File: src/rtl/whp_pkg.sv
// Shared types and constants for the WAV header parser.
// Used by wav_header_parser, whp_out_reg, whp_checker and tb_top; depends on nothing else.

package whp_pkg;

  // One byte of the incoming file stream.
  typedef struct packed {
    logic [7:0] byte_value;
    logic       file_start;
  } whp_in_t;

  // One result: header summary, payload byte or error report.
  typedef struct packed {
    logic [1:0]  result_kind;
    logic [7:0]  payload_byte;
    logic        last_payload;
    logic [2:0]  error_code;
    logic [2:0]  sound_format;
    logic [15:0] audio_format_tag;
    logic [15:0] channel_total;
    logic [31:0] sample_rate;
    logic [15:0] sample_bits;
    logic [31:0] payload_size;
  } whp_result_t;

  // Result kinds
  localparam logic [1:0] KIND_SUMMARY = 2'd0;
  localparam logic [1:0] KIND_PAYLOAD = 2'd1;
  localparam logic [1:0] KIND_ERROR   = 2'd2;

  // Error codes
  localparam logic [2:0] ERR_RIFF     = 3'd1;
  localparam logic [2:0] ERR_WAVE     = 3'd2;
  localparam logic [2:0] ERR_FMT      = 3'd3;
  localparam logic [2:0] ERR_DATA     = 3'd4;
  localparam logic [2:0] ERR_DEPTH    = 3'd5;
  localparam logic [2:0] ERR_CHANNELS = 3'd6;

  // Chunk tags, first byte in the top position
  localparam logic [31:0] TAG_RIFF = 32'h52494646;
  localparam logic [31:0] TAG_WAVE = 32'h57415645;
  localparam logic [31:0] TAG_FMT  = 32'h666D7420;
  localparam logic [31:0] TAG_CUE  = 32'h63756520;
  localparam logic [31:0] TAG_DATA = 32'h64617461;

endpackage

File: src/rtl/whp_out_reg.sv
// Result register between the parser and the output channel.
// Depends on whp_pkg for the result type.

module whp_out_reg (
  input  logic                clk_i,
  input  logic                rst_ni,
  input  logic                load_valid_i,
  input  whp_pkg::whp_result_t load_data_i,
  output logic                load_stall_o,
  output logic                out_valid_o,
  input  logic                out_stall_i,
  output whp_pkg::whp_result_t out_data_o
);

  logic                 valid_q;
  whp_pkg::whp_result_t data_q;
  logic                 open;

  // The slot takes a new result when empty or when its content leaves this cycle.
  assign open         = !valid_q || !out_stall_i;
  assign load_stall_o = !open;

  always_ff @(posedge clk_i or negedge rst_ni) begin
    if (!rst_ni) begin
      valid_q <= 1'b0;
    end else if (open) begin
      valid_q <= load_valid_i;
    end
  end

  always_ff @(posedge clk_i) begin
    if (open && load_valid_i) begin
      data_q <= load_data_i;
    end
  end

  assign out_valid_o = valid_q;
  assign out_data_o  = data_q;

endmodule

File: src/rtl/wav_header_parser.sv
// Top level of the WAV header parser: byte-wise parse state machine.
// Depends on whp_pkg and whp_out_reg.

// Accepts one file byte per cycle and yields at most one result for it in the next
// cycle, through a single result register. The parse update for a byte is one
// pass of logic from the state registers into that register, so bytes flow back
// to back; the input stalls only while a finished result is held and the output
// side stalls. A byte marked file_start restarts the parser on that byte.

module wav_header_parser (
  input  logic                 clk_i,
  input  logic                 rst_ni,
  input  logic                 in_valid_i,
  output logic                 in_stall_o,
  input  whp_pkg::whp_in_t     in_data_i,
  output logic                 out_valid_o,
  input  logic                 out_stall_i,
  output whp_pkg::whp_result_t out_data_o
);

  typedef enum logic [3:0] {
    PH_IDLE,
    PH_RIFF,
    PH_FSIZE,
    PH_WAVE,
    PH_FMT,
    PH_FMTBODY,
    PH_CHUNK,
    PH_CUESIZE,
    PH_SKIP,
    PH_DATA,
    PH_DSIZE,
    PH_PAYLOAD,
    PH_DONE
  } phase_e;

  localparam logic [4:0] OFS_WORD_LAST = 5'd3;
  localparam logic [4:0] OFS_FMT_LAST  = 5'd19;

  phase_e      phase_q, phase_d;
  logic [4:0]  offset_q, offset_d;
  logic [23:0] tag_q, tag_d;
  logic [15:0] fmt_q, fmt_d;
  logic [15:0] chan_q, chan_d;
  logic [31:0] rate_q, rate_d;
  logic [15:0] bits_q, bits_d;
  logic [31:0] rem_q, rem_d;

  logic                 accept;
  logic [7:0]           b;
  logic [31:0]          tag_word;
  logic [1:0]           depth;
  logic                 depth_ok;
  logic                 res_valid;
  whp_pkg::whp_result_t res;

  assign accept = in_valid_i && !in_stall_o;
  assign b      = in_data_i.byte_value;

  always_comb begin
    depth_ok = 1'b1;
    case (bits_d)
      16'd8:   depth = 2'd0;
      16'd16:  depth = 2'd1;
      16'd32:  depth = 2'd2;
      16'd64:  depth = 2'd3;
      default: begin
        depth    = 2'd0;
        depth_ok = 1'b0;
      end
    endcase
  end

  always_comb begin
    phase_d   = phase_q;
    offset_d  = offset_q;
    tag_d     = tag_q;
    fmt_d     = fmt_q;
    chan_d    = chan_q;
    rate_d    = rate_q;
    bits_d    = bits_q;
    rem_d     = rem_q;
    tag_word  = {tag_q, b};
    res_valid = 1'b0;
    res       = '0;

    if (accept) begin
      if (in_data_i.file_start) begin
        phase_d  = PH_RIFF;
        offset_d = '0;
        tag_d    = '0;
        fmt_d    = '0;
        chan_d   = '0;
        rate_d   = '0;
        bits_d   = '0;
        rem_d    = '0;
      end
      tag_word = {tag_d, b};

      case (phase_d)
        PH_RIFF, PH_WAVE, PH_FMT, PH_CHUNK, PH_DATA: begin
          tag_d = tag_word[23:0];
          if (offset_d != OFS_WORD_LAST) begin
            offset_d = offset_d + 5'd1;
          end else begin
            offset_d = '0;
            if (phase_d == PH_RIFF && tag_word != whp_pkg::TAG_RIFF) begin
              res_valid = 1'b1;
              res.error_code = whp_pkg::ERR_RIFF;
            end else if (phase_d == PH_RIFF) begin
              phase_d = PH_FSIZE;
            end else if (phase_d == PH_WAVE && tag_word != whp_pkg::TAG_WAVE) begin
              res_valid = 1'b1;
              res.error_code = whp_pkg::ERR_WAVE;
            end else if (phase_d == PH_WAVE) begin
              phase_d = PH_FMT;
            end else if (phase_d == PH_FMT && tag_word != whp_pkg::TAG_FMT) begin
              res_valid = 1'b1;
              res.error_code = whp_pkg::ERR_FMT;
            end else if (phase_d == PH_FMT) begin
              phase_d = PH_FMTBODY;
            end else if (phase_d == PH_CHUNK && tag_word == whp_pkg::TAG_CUE) begin
              phase_d = PH_CUESIZE;
            end else if (tag_word != whp_pkg::TAG_DATA) begin
              res_valid = 1'b1;
              res.error_code = whp_pkg::ERR_DATA;
            end else begin
              phase_d = PH_DSIZE;
            end
          end
        end
        PH_FSIZE: begin
          if (offset_d != OFS_WORD_LAST) begin
            offset_d = offset_d + 5'd1;
          end else begin
            offset_d = '0;
            phase_d  = PH_WAVE;
          end
        end
        PH_FMTBODY: begin
          // Fields start cleared, so each byte lane is simply written.
          case (offset_d)
            5'd4:    fmt_d[7:0]    = b;
            5'd5:    fmt_d[15:8]   = b;
            5'd6:    chan_d[7:0]   = b;
            5'd7:    chan_d[15:8]  = b;
            5'd8:    rate_d[7:0]   = b;
            5'd9:    rate_d[15:8]  = b;
            5'd10:   rate_d[23:16] = b;
            5'd11:   rate_d[31:24] = b;
            5'd18:   bits_d[7:0]   = b;
            5'd19:   bits_d[15:8]  = b;
            default: ;
          endcase
          if (offset_d != OFS_FMT_LAST) begin
            offset_d = offset_d + 5'd1;
          end else begin
            offset_d = '0;
            phase_d  = PH_CHUNK;
          end
        end
        PH_CUESIZE, PH_DSIZE: begin
          rem_d = {b, rem_d[31:8]};
          if (offset_d != OFS_WORD_LAST) begin
            offset_d = offset_d + 5'd1;
          end else begin
            offset_d = '0;
            if (phase_d == PH_CUESIZE) begin
              phase_d = (rem_d == 32'd0) ? PH_DATA : PH_SKIP;
            end else if (!depth_ok) begin
              res_valid = 1'b1;
              res.error_code = whp_pkg::ERR_DEPTH;
            end else if (chan_d != 16'd1 && chan_d != 16'd2) begin
              res_valid = 1'b1;
              res.error_code = whp_pkg::ERR_CHANNELS;
            end else begin
              res_valid = 1'b1;
              res.result_kind      = whp_pkg::KIND_SUMMARY;
              res.last_payload     = (rem_d == 32'd0);
              res.sound_format     = {depth, chan_d == 16'd2};
              res.audio_format_tag = fmt_d;
              res.channel_total    = chan_d;
              res.sample_rate      = rate_d;
              res.sample_bits      = bits_d;
              res.payload_size     = rem_d;
              phase_d = (rem_d == 32'd0) ? PH_DONE : PH_PAYLOAD;
            end
          end
        end
        PH_SKIP: begin
          rem_d = rem_d - 32'd1;
          if (rem_d == 32'd0) begin
            phase_d = PH_DATA;
          end
        end
        PH_PAYLOAD: begin
          rem_d = rem_d - 32'd1;
          res_valid = 1'b1;
          res.result_kind  = whp_pkg::KIND_PAYLOAD;
          res.payload_byte = b;
          res.last_payload = (rem_d == 32'd0);
          if (rem_d == 32'd0) begin
            phase_d = PH_DONE;
          end
        end
        default: ;
      endcase

      // Any error ends the file.
      if (res_valid && res.error_code != 3'd0) begin
        res.result_kind = whp_pkg::KIND_ERROR;
        phase_d = PH_DONE;
      end
    end
  end

  always_ff @(posedge clk_i or negedge rst_ni) begin
    if (!rst_ni) begin
      phase_q  <= PH_IDLE;
      offset_q <= '0;
      tag_q    <= '0;
      fmt_q    <= '0;
      chan_q   <= '0;
      rate_q   <= '0;
      bits_q   <= '0;
      rem_q    <= '0;
    end else begin
      phase_q  <= phase_d;
      offset_q <= offset_d;
      tag_q    <= tag_d;
      fmt_q    <= fmt_d;
      chan_q   <= chan_d;
      rate_q   <= rate_d;
      bits_q   <= bits_d;
      rem_q    <= rem_d;
    end
  end

  whp_out_reg u_out_reg (
    .clk_i        (clk_i),
    .rst_ni       (rst_ni),
    .load_valid_i (res_valid),
    .load_data_i  (res),
    .load_stall_o (in_stall_o),
    .out_valid_o  (out_valid_o),
    .out_stall_i  (out_stall_i),
    .out_data_o   (out_data_o)
  );

endmodule

File: config.mk
export PLATFORM = sky130hd
export DESIGN_NAME = wav_header_parser
export DESIGN_NICKNAME = d
export VERILOG_FILES = /design/src/rtl/whp_pkg.sv /design/src/rtl/whp_out_reg.sv /design/src/rtl/wav_header_parser.sv
export SDC_FILE = /design/constraint.sdc
export NUM_CORES = 1
export LEC_CHECK = 0
export ABC_CLOCK_PERIOD_IN_PS = 12700
export BUFFER_PORTS_ARGS = -buffer_cell sky130_fd_sc_hd__buf_2
export CAP_MARGIN = 0
export CORE_MARGIN = 2
export CORE_UTILIZATION = 40
export CTS_CLUSTER_SIZE = 14
export DETAILED_ROUTE_END_ITERATION = 8
export PLACE_DENSITY = 0.69
export SETUP_SLACK_MARGIN = 0.15
export SYNTH_ARGS = -nofsm -noshare
export SYNTH_HDL_FRONTEND = slang
export SYNTH_SLANG_ARGS = --single-unit
File: constraint.sdc
create_clock -name clk_i -period 12.7 [get_ports clk_i]
set_input_delay 0.635 -clock clk_i [delete_from_list [all_inputs] [get_ports clk_i]]
set_output_delay 0.635 -clock clk_i [all_outputs]
set_load 0.01 [all_outputs]
==> run_results.csv, run 1 <==
group,metric,value,unit
critical_path,crit_path_end_kind,"flop",
floorplanning,die_x,187,um
critical_path,critPathRequiredTime,13120,ps
sta,finalSetupViolations,0,
sta,setup_ws,8270,ps
final_layout,syn_to_final_growth,14.8,%
logic_synthesis,ys.warnings.count,0,
clocking,insertion_delay,560,ps
global_routing,grt_pass1_wl,58300,um
clocking,cts_made_buffers,27,
route,finalWirelength,36400,um
clocking,clock_path_buffers,3,
sta,finalHoldViolCount,0,
power_and_ir_drop,p_total,2.77,mW
critical_path,cp-start-kind,"input pin",
min_path,hold_class,"input pin to async pin",
route,drcViolationCount,0,
route,vias,10681,
final_layout,mostFrequentLayoutCells,"149 x nand2_1, 146 x dfrtp_1, 142 x buf_2",
power_and_ir_drop,p_leak,6.44,nW
critical_path,reg2reg_slack,8410,ps
clocking,clk_pin_slew,80,ps
clocking,cts_resized,0,
critical_path,worst_ep_arrival_time,4850,ps
global_routing,grt_max_degree,83,
floorplanning,ios,144,
logic_synthesis,ys.flop_type,"dfrtp_1",
global_routing,grt_antenna_before_repair,0,
placed_design,dpl.cell_count,1818,
logic_synthesis,synthArstFlopShare,53.1,%
sta,timing.hold.ws,124,ps
floorplanning,start_util,40.4,%
global_routing,globalRouteOverflowTotal,0,
placed_design,port_buffers,143,
final_layout,fin_area,15400,sq um
logic_synthesis,syn-mean-instance-area,10.5,sq um
sta,fin_skew,28.5,ps
floorplanning,fp-row-count,67,
critical_path,crit_fanout,81,
route,viasPerCell,5.72,
power_and_ir_drop,ir_worst_vdd,0.0000886,V
floorplanning,coreArea,33300,sq um
clocking,hold_buffers,0,
sta,setup-tns-final,0,ps
run,cap_violations,0,
sta,period_share,34.9,%
sta,period_minus_slack,4430,ps
clocking,htree_levels,1,
clocking,cts_tree,"yes",
sta,tightest_slew,1110,ps
clocking,post-cts-setup-buffers,0,
logic_synthesis,synthCells,1286,
logic_synthesis,seq_area_frac_synth,56.0,%
final_layout,drive_gt1_share,15.8,%
logic_synthesis,synth_edf_count,129,
final_layout,fillers,3048,
placed_design,hpwl,23100,um
floorplanning,dieArea,35100,sq um
sta,rsz0062_at_grt,"no",
logic_synthesis,ys_ff_latch,275,
clocking,cts_sinks,275,
global_routing,grt_pass1_vias,10195,
sta,slew_headroom,25.4,%
logic_synthesis,ys_types,82,
final_layout,final_nets,1418,
critical_path,crit_type,"input pin to flop",
logic_synthesis,synthesis.area,13400,sq um
clocking,clock-root-buffer,"clkbuf_16",
sta,drv_slew,0,
route,first_pass_iters,5,
placed_design,dpl_worst_slack,7800,ps
run_status,outcome,"finished clean",
final_layout,final_cells,1868,
final_layout,diodes,0,
global_routing,track_usage,20.5,%
placed_design,place_area,14600,sq um
route,drt_iter0_drc,1223,
sta,fmax,0.226,GHz
final_layout,layout_commonest_cell,"nand2_1",
final_layout,final_core_util,46.4,%
route,wire_per_inst,19.5,um
floorplanning,die_h,187,um
placed_design,gp_congestion,0.939,
power_and_ir_drop,power.density,179,nW/um^2
route,ant_nets,0,
==> power by group <==
part / switching (mW) / total, mW / internal, mW
Combinational: 0.540 / 0.827 / 0.287
Clock: 0.351 / 0.776 / 0.425
Sequential: 0.149 / 1.17 / 1.02
==> kinds of logic after synthesis <==
kind of cell	Yosys count	synth area share (%)
AOI/OAI and AO/OA	339	17.5
xor gates and xnor gates	17	1.11
adders and majority gates	6	0.558
buffers and inverters	114	3.28
DFF	275	56.0
muxes	6	0.475
other	1	0.0279
and+or+nand+nor	528	21.1
==> area by class of cell <==
class	count	area, sq um	area share, %
Sequential cell	275	7530	48.8
Multi-Input combinational cell	922	5620	36.4
Inverter	17	63.8	0.413
Clock inverter	11	77.6	0.503
Timing Repair Buffer	156	820	5.31
Clock buffer	39	771	4.99
Tap cell	448	561	3.63
==> final timing paths <==
check / startpoint / end / cells after the start
min: rst_ni / rem_q[10]$_DFFE_PN0N_ / 1
min in group clk_i: out_stall_i / u_out_reg.out_valid_o$_DFFE_PN0N_ / 3
max: in_data_i[0] / u_out_reg.out_data_o[59]$_SDFFCE_PP0P_ / 14
max in group asynchronous: rst_ni / rate_q[11]$_DFFE_PN0N_ / 2
max reg2reg: phase_q[2]$_DFFE_PN0N_ / u_out_reg.out_data_o[59]$_SDFFCE_PP0P_ / 9
min reg2reg: tag_q[23]$_DFFE_PN0N_ / tag_q[23]$_DFFE_PN0N_ / 2
==> synth_stat cells (all sizes together) (4+ instances only) <==
cell | instances | area [sq um]
nand2 | 149 | 559
dfrtp | 146 | 3650
edfxtp | 129 | 3870
a22o | 88 | 771
o21ai | 88 | 440
and2 | 86 | 541
clkbuf | 81 | 304
nor2 | 79 | 297
a21oi | 53 | 265
nor4 | 39 | 274
a22oi | 36 | 270
nor3 | 33 | 185
nand3 | 26 | 135
and3 | 17 | 106
buf | 16 | 72.6
inv | 16 | 60.1
nor2b | 14 | 87.6
nand4 | 12 | 75.1
or4 | 10 | 75.1
xnor2 | 9 | 78.8
a31oi | 8 | 50.1
nand2b | 8 | 50.1
or3 | 8 | 50.1
xor2 | 8 | 70.1
and4 | 7 | 61.3
o22ai | 7 | 43.8
or2 | 7 | 43.8
ha | 6 | 75.1
nand4b | 6 | 52.6
o211ai | 6 | 50.1
a211oi | 5 | 37.5
nand3b | 5 | 37.5
nor4b | 5 | 43.8
nor4bb | 5 | 50.1
a221oi | 4 | 41.3
nor3b | 4 | 30.0
==> state kept, by name, indices dropped and copies added (netlist names) <==
signal and cells:
tag_q 24, rate_q 32, u_out_reg.out_data_o 129, bits_q 16
phase_q 4, fmt_q 16, offset_q 5, rem_q 32
chan_q 16, u_out_reg.out_valid_o 1
==> layer usage <==
metal  track usage (%)  wire [um]  part of all wire, %  up-vias
li1                  -          -                    -     4997
met1              29.6      16500                   45     5167
met2              31.6      16300                   45      438
met3              2.95       2610                  7.2       79
met4              6.93       1040                  2.8        0
met5                 0          0                    0        -
==> critical path, cell delays in order <==
cell and delay (ps):
buf_2 70, buf_4 510, nor2b_1 200, inv_1 120
ha_1 240, nand4bb_1 180, nor4_4 510, a21oi_1 300
a221oi_2 500, or2_2 220, nand3_2 260, nor3_4 200
buf_4 560, and2_1 220
Power figures use the tool's default switching activity.
==> inputs of run 2 (changes only) <==
--- a/config.mk
+++ b/config.mk
@@ -5,7 +5,7 @@
 export SDC_FILE = /design/constraint.sdc
 export NUM_CORES = 1
 export LEC_CHECK = 0
-export ABC_CLOCK_PERIOD_IN_PS = 12700
+export ABC_CLOCK_PERIOD_IN_PS = 4200
 export BUFFER_PORTS_ARGS = -buffer_cell sky130_fd_sc_hd__buf_2
 export CAP_MARGIN = 0
 export CORE_MARGIN = 2
==> constraint.sdc (replaced) <==
create_clock -name clk_i -period 4.2 [get_ports clk_i]
set_input_delay 0.21 -clock clk_i [delete_from_list [all_inputs] [get_ports clk_i]]
set_output_delay 0.21 -clock clk_i [all_outputs]
set_load 0.01 [all_outputs]
==> run 2 against run 1 <==
Against the previous run:
- cell count grew 1.8%
- utilization rose by 1.1 points
- count of clock-buffer cells in the layout fell by 1
- total power rose to 3.1 times the previous value
- non-clock buffer count up 29
- routed wire length is 2.8% higher
- largest cell class unchanged
- design area rose by 2.4%
- first-iteration DRC count decreased by 7.2%
- critical endpoint is now u_out_reg.out_data_o[50]$_SDFFCE_PP0P_
- sequential power grew to 3.0 times the previous value
- die area is the same
- largest power group unchanged
==> run_results.csv, run 2 (same netlist as run 1, synthesis figures left out) <==
group,metric,value,unit
sta,setup_ws,564,ps
final_layout,syn_to_final_growth,17.5,%
global_routing,track_usage,20.9,%
sta,finalHoldViolCount,0,
critical_path,crit_buf_inv,2,
route,finalWirelength,37500,um
power_and_ir_drop,p_total,8.65,mW
floorplanning,dieArea,35100,sq um
clocking,insertion_delay,550,ps
route,drcViolationCount,0,
critical_path,cp-start-kind,"flop",
placed_design,dpl_worst_slack,356,ps
floorplanning,coreArea,33300,sq um
sta,finalSetupViolations,0,
route,drt_iter0_drc,1135,
sta,fmax,0.275,GHz
global_routing,globalRouteOverflowTotal,0,
placed_design,place_area,14800,sq um
critical_path,worst_ep_arrival_time,4040,ps
critical_path,crit_path_end_kind,"flop",
placed_design,gp_congestion,0.946,
global_routing,top_usage_layer,"met2",
clocking,clk_pin_slew,60,ps
final_layout,drive_gt1_share,18.3,%
run_status,outcome,"finished clean",
floorplanning,die_h,187,um
min_path,hold_class,"input pin to flop",
critical_path,path_cells,"nor2b_1 > inv_1 > ha_1 > nand4bb_1 > nor4_4 > mux2_2 > nor4_4 > nand3_2 > nor3_4 > buf_6 > and2_1",
route,vias,10980,
global_routing,grt_use_met3,3.17,%
sta,drv_slew,0,
critical_path,cp_common_cell,"nor4_4",
power_and_ir_drop,ir_worst_vdd,0.000252,V
critical_path,path_delay_family,"simple AND/OR/NAND/NOR gates",
critical_path,cp_slowest_stage_delay,490,ps
final_layout,largest_reg_flops,129,
floorplanning,ios,144,
placed_design,port_buffers,143,
critical_path,crit_fanout,61,
placed_design,hpwl,24700,um
sta,rsz0062_at_grt,"no",
global_routing,grtUsageMet2,33.8,%
sta,period_share,86.6,%
global_routing,grt_antenna_before_repair,0,
clocking,clock-root-buffer,"clkbuf_16",
critical_path,crit_type,"flop to flop",
sta,period_minus_slack,3640,ps
final_layout,final_nets,1450,
final_layout,layout_commonest_cell,"nand2_1",
route,ant_nets,0,
critical_path,crit_path_top_delay_cell,"nor3_4",
clocking,clock_path_buffers,3,
sta,timing.hold.ws,58.4,ps
final_layout,final_core_util,47.5,%
global_routing,grt_pass1_vias,10545,
sta,tightest_slew,1150,ps
global_routing,grtUsageMet1,28.7,%
sta,fin_skew,15.5,ps
floorplanning,die_x,187,um
clocking,cts_made_buffers,29,
power_and_ir_drop,p_leak,6.65,nW
route,wire_per_inst,19.7,um
global_routing,grt_max_degree,90,
run,cap_violations,0,
sta,slew_headroom,22.9,%
power_and_ir_drop,power.density,547,nW/um^2
critical_path,critPathRequiredTime,4600,ps
clocking,htree_levels,1,
sta,setup-tns-final,0,ps
clocking,post-cts-setup-buffers,0,
final_layout,final_cells,1902,
route,first_pass_iters,6,
clocking,cts_sinks,275,
clocking,cts_tree,"yes",
final_layout,fin_area,15800,sq um
final_layout,mostFrequentLayoutCells,"149 x nand2_1, 146 x dfrtp_1, 142 x buf_2",
global_routing,grt_pass1_wl,59100,um
floorplanning,fp-row-count,67,
placed_design,dpl.cell_count,1846,
route,viasPerCell,5.77,
floorplanning,start_util,40.4,%
-- run 2: cell types whose count changed in the layout (fill, tap and decap cells not counted), sizes merged --
cell and delta:
dlygate4sd3 +1, buf +28, inv +1, bufinv +2
diode +1, clkinv +2, clkbuf -1, clkinvlp -1
nor3 +1
-- run 2: path summary, 6_finish.rpt --
kind | endpoint | slack, ps | depth (start not counted) | from
min | u_out_reg.out_valid_o$_DFFE_PN0N_ | 60 | 3 | out_stall_i
max in group asynchronous | tag_q[11]$_DFFE_PN0N_ | 2840 | 3 | rst_ni
min in group asynchronous | rem_q[7]$_DFFE_PN0N_ | 290 | 2 | rst_ni
max reg2reg | u_out_reg.out_data_o[50]$_SDFFCE_PP0P_ | 560 | 11 | offset_q[0]$_DFFE_PN0N_
min reg2reg | tag_q[23]$_DFFE_PN0N_ | 480 | 2 | tag_q[23]$_DFFE_PN0N_
max | u_out_reg.out_data_o[50]$_SDFFCE_PP0P_ | 560 | 11 | offset_q[0]$_DFFE_PN0N_
-- run 2: area by class of cell --
type                       instances  area, sq um
clock inverter                    15          146
clock buffer                      38          790
sequential                       275         7530
multi-input combinational        923         5660
inverter                          17         63.8
timing repair buffer             185         1060
tap                              448          561
fill                            3016        17500
antenna                            1         2.50
-- run 2: where the power goes --
group	internal, mW	switching [mW]	total [mW]
registers	3.08	0.387	3.46
clock network	1.45	1.06	2.51
logic	0.952	1.72	2.68
total	5.48	3.17	8.65
-- run 2: tightest hold or removal path, cell delays in order --
cell and delay [ps]:
buf_2 120, and2_1 140, or2_2 100
-- run 2: what timing repair did --
action | in CTS | in global routing
endpoints found under the setup margin | 0 | 61
hold buffers | 1 | 0
endpoints found under the hold margin | 80 | 0
resized for setup | 0 | 1
-- run 2: per-layer routing --
layer	wire length, um	up-vias
met4	1080	0
met1	16100	5350
li1	-	5054
met3	2780	94
met2	17500	482
met5	0	-
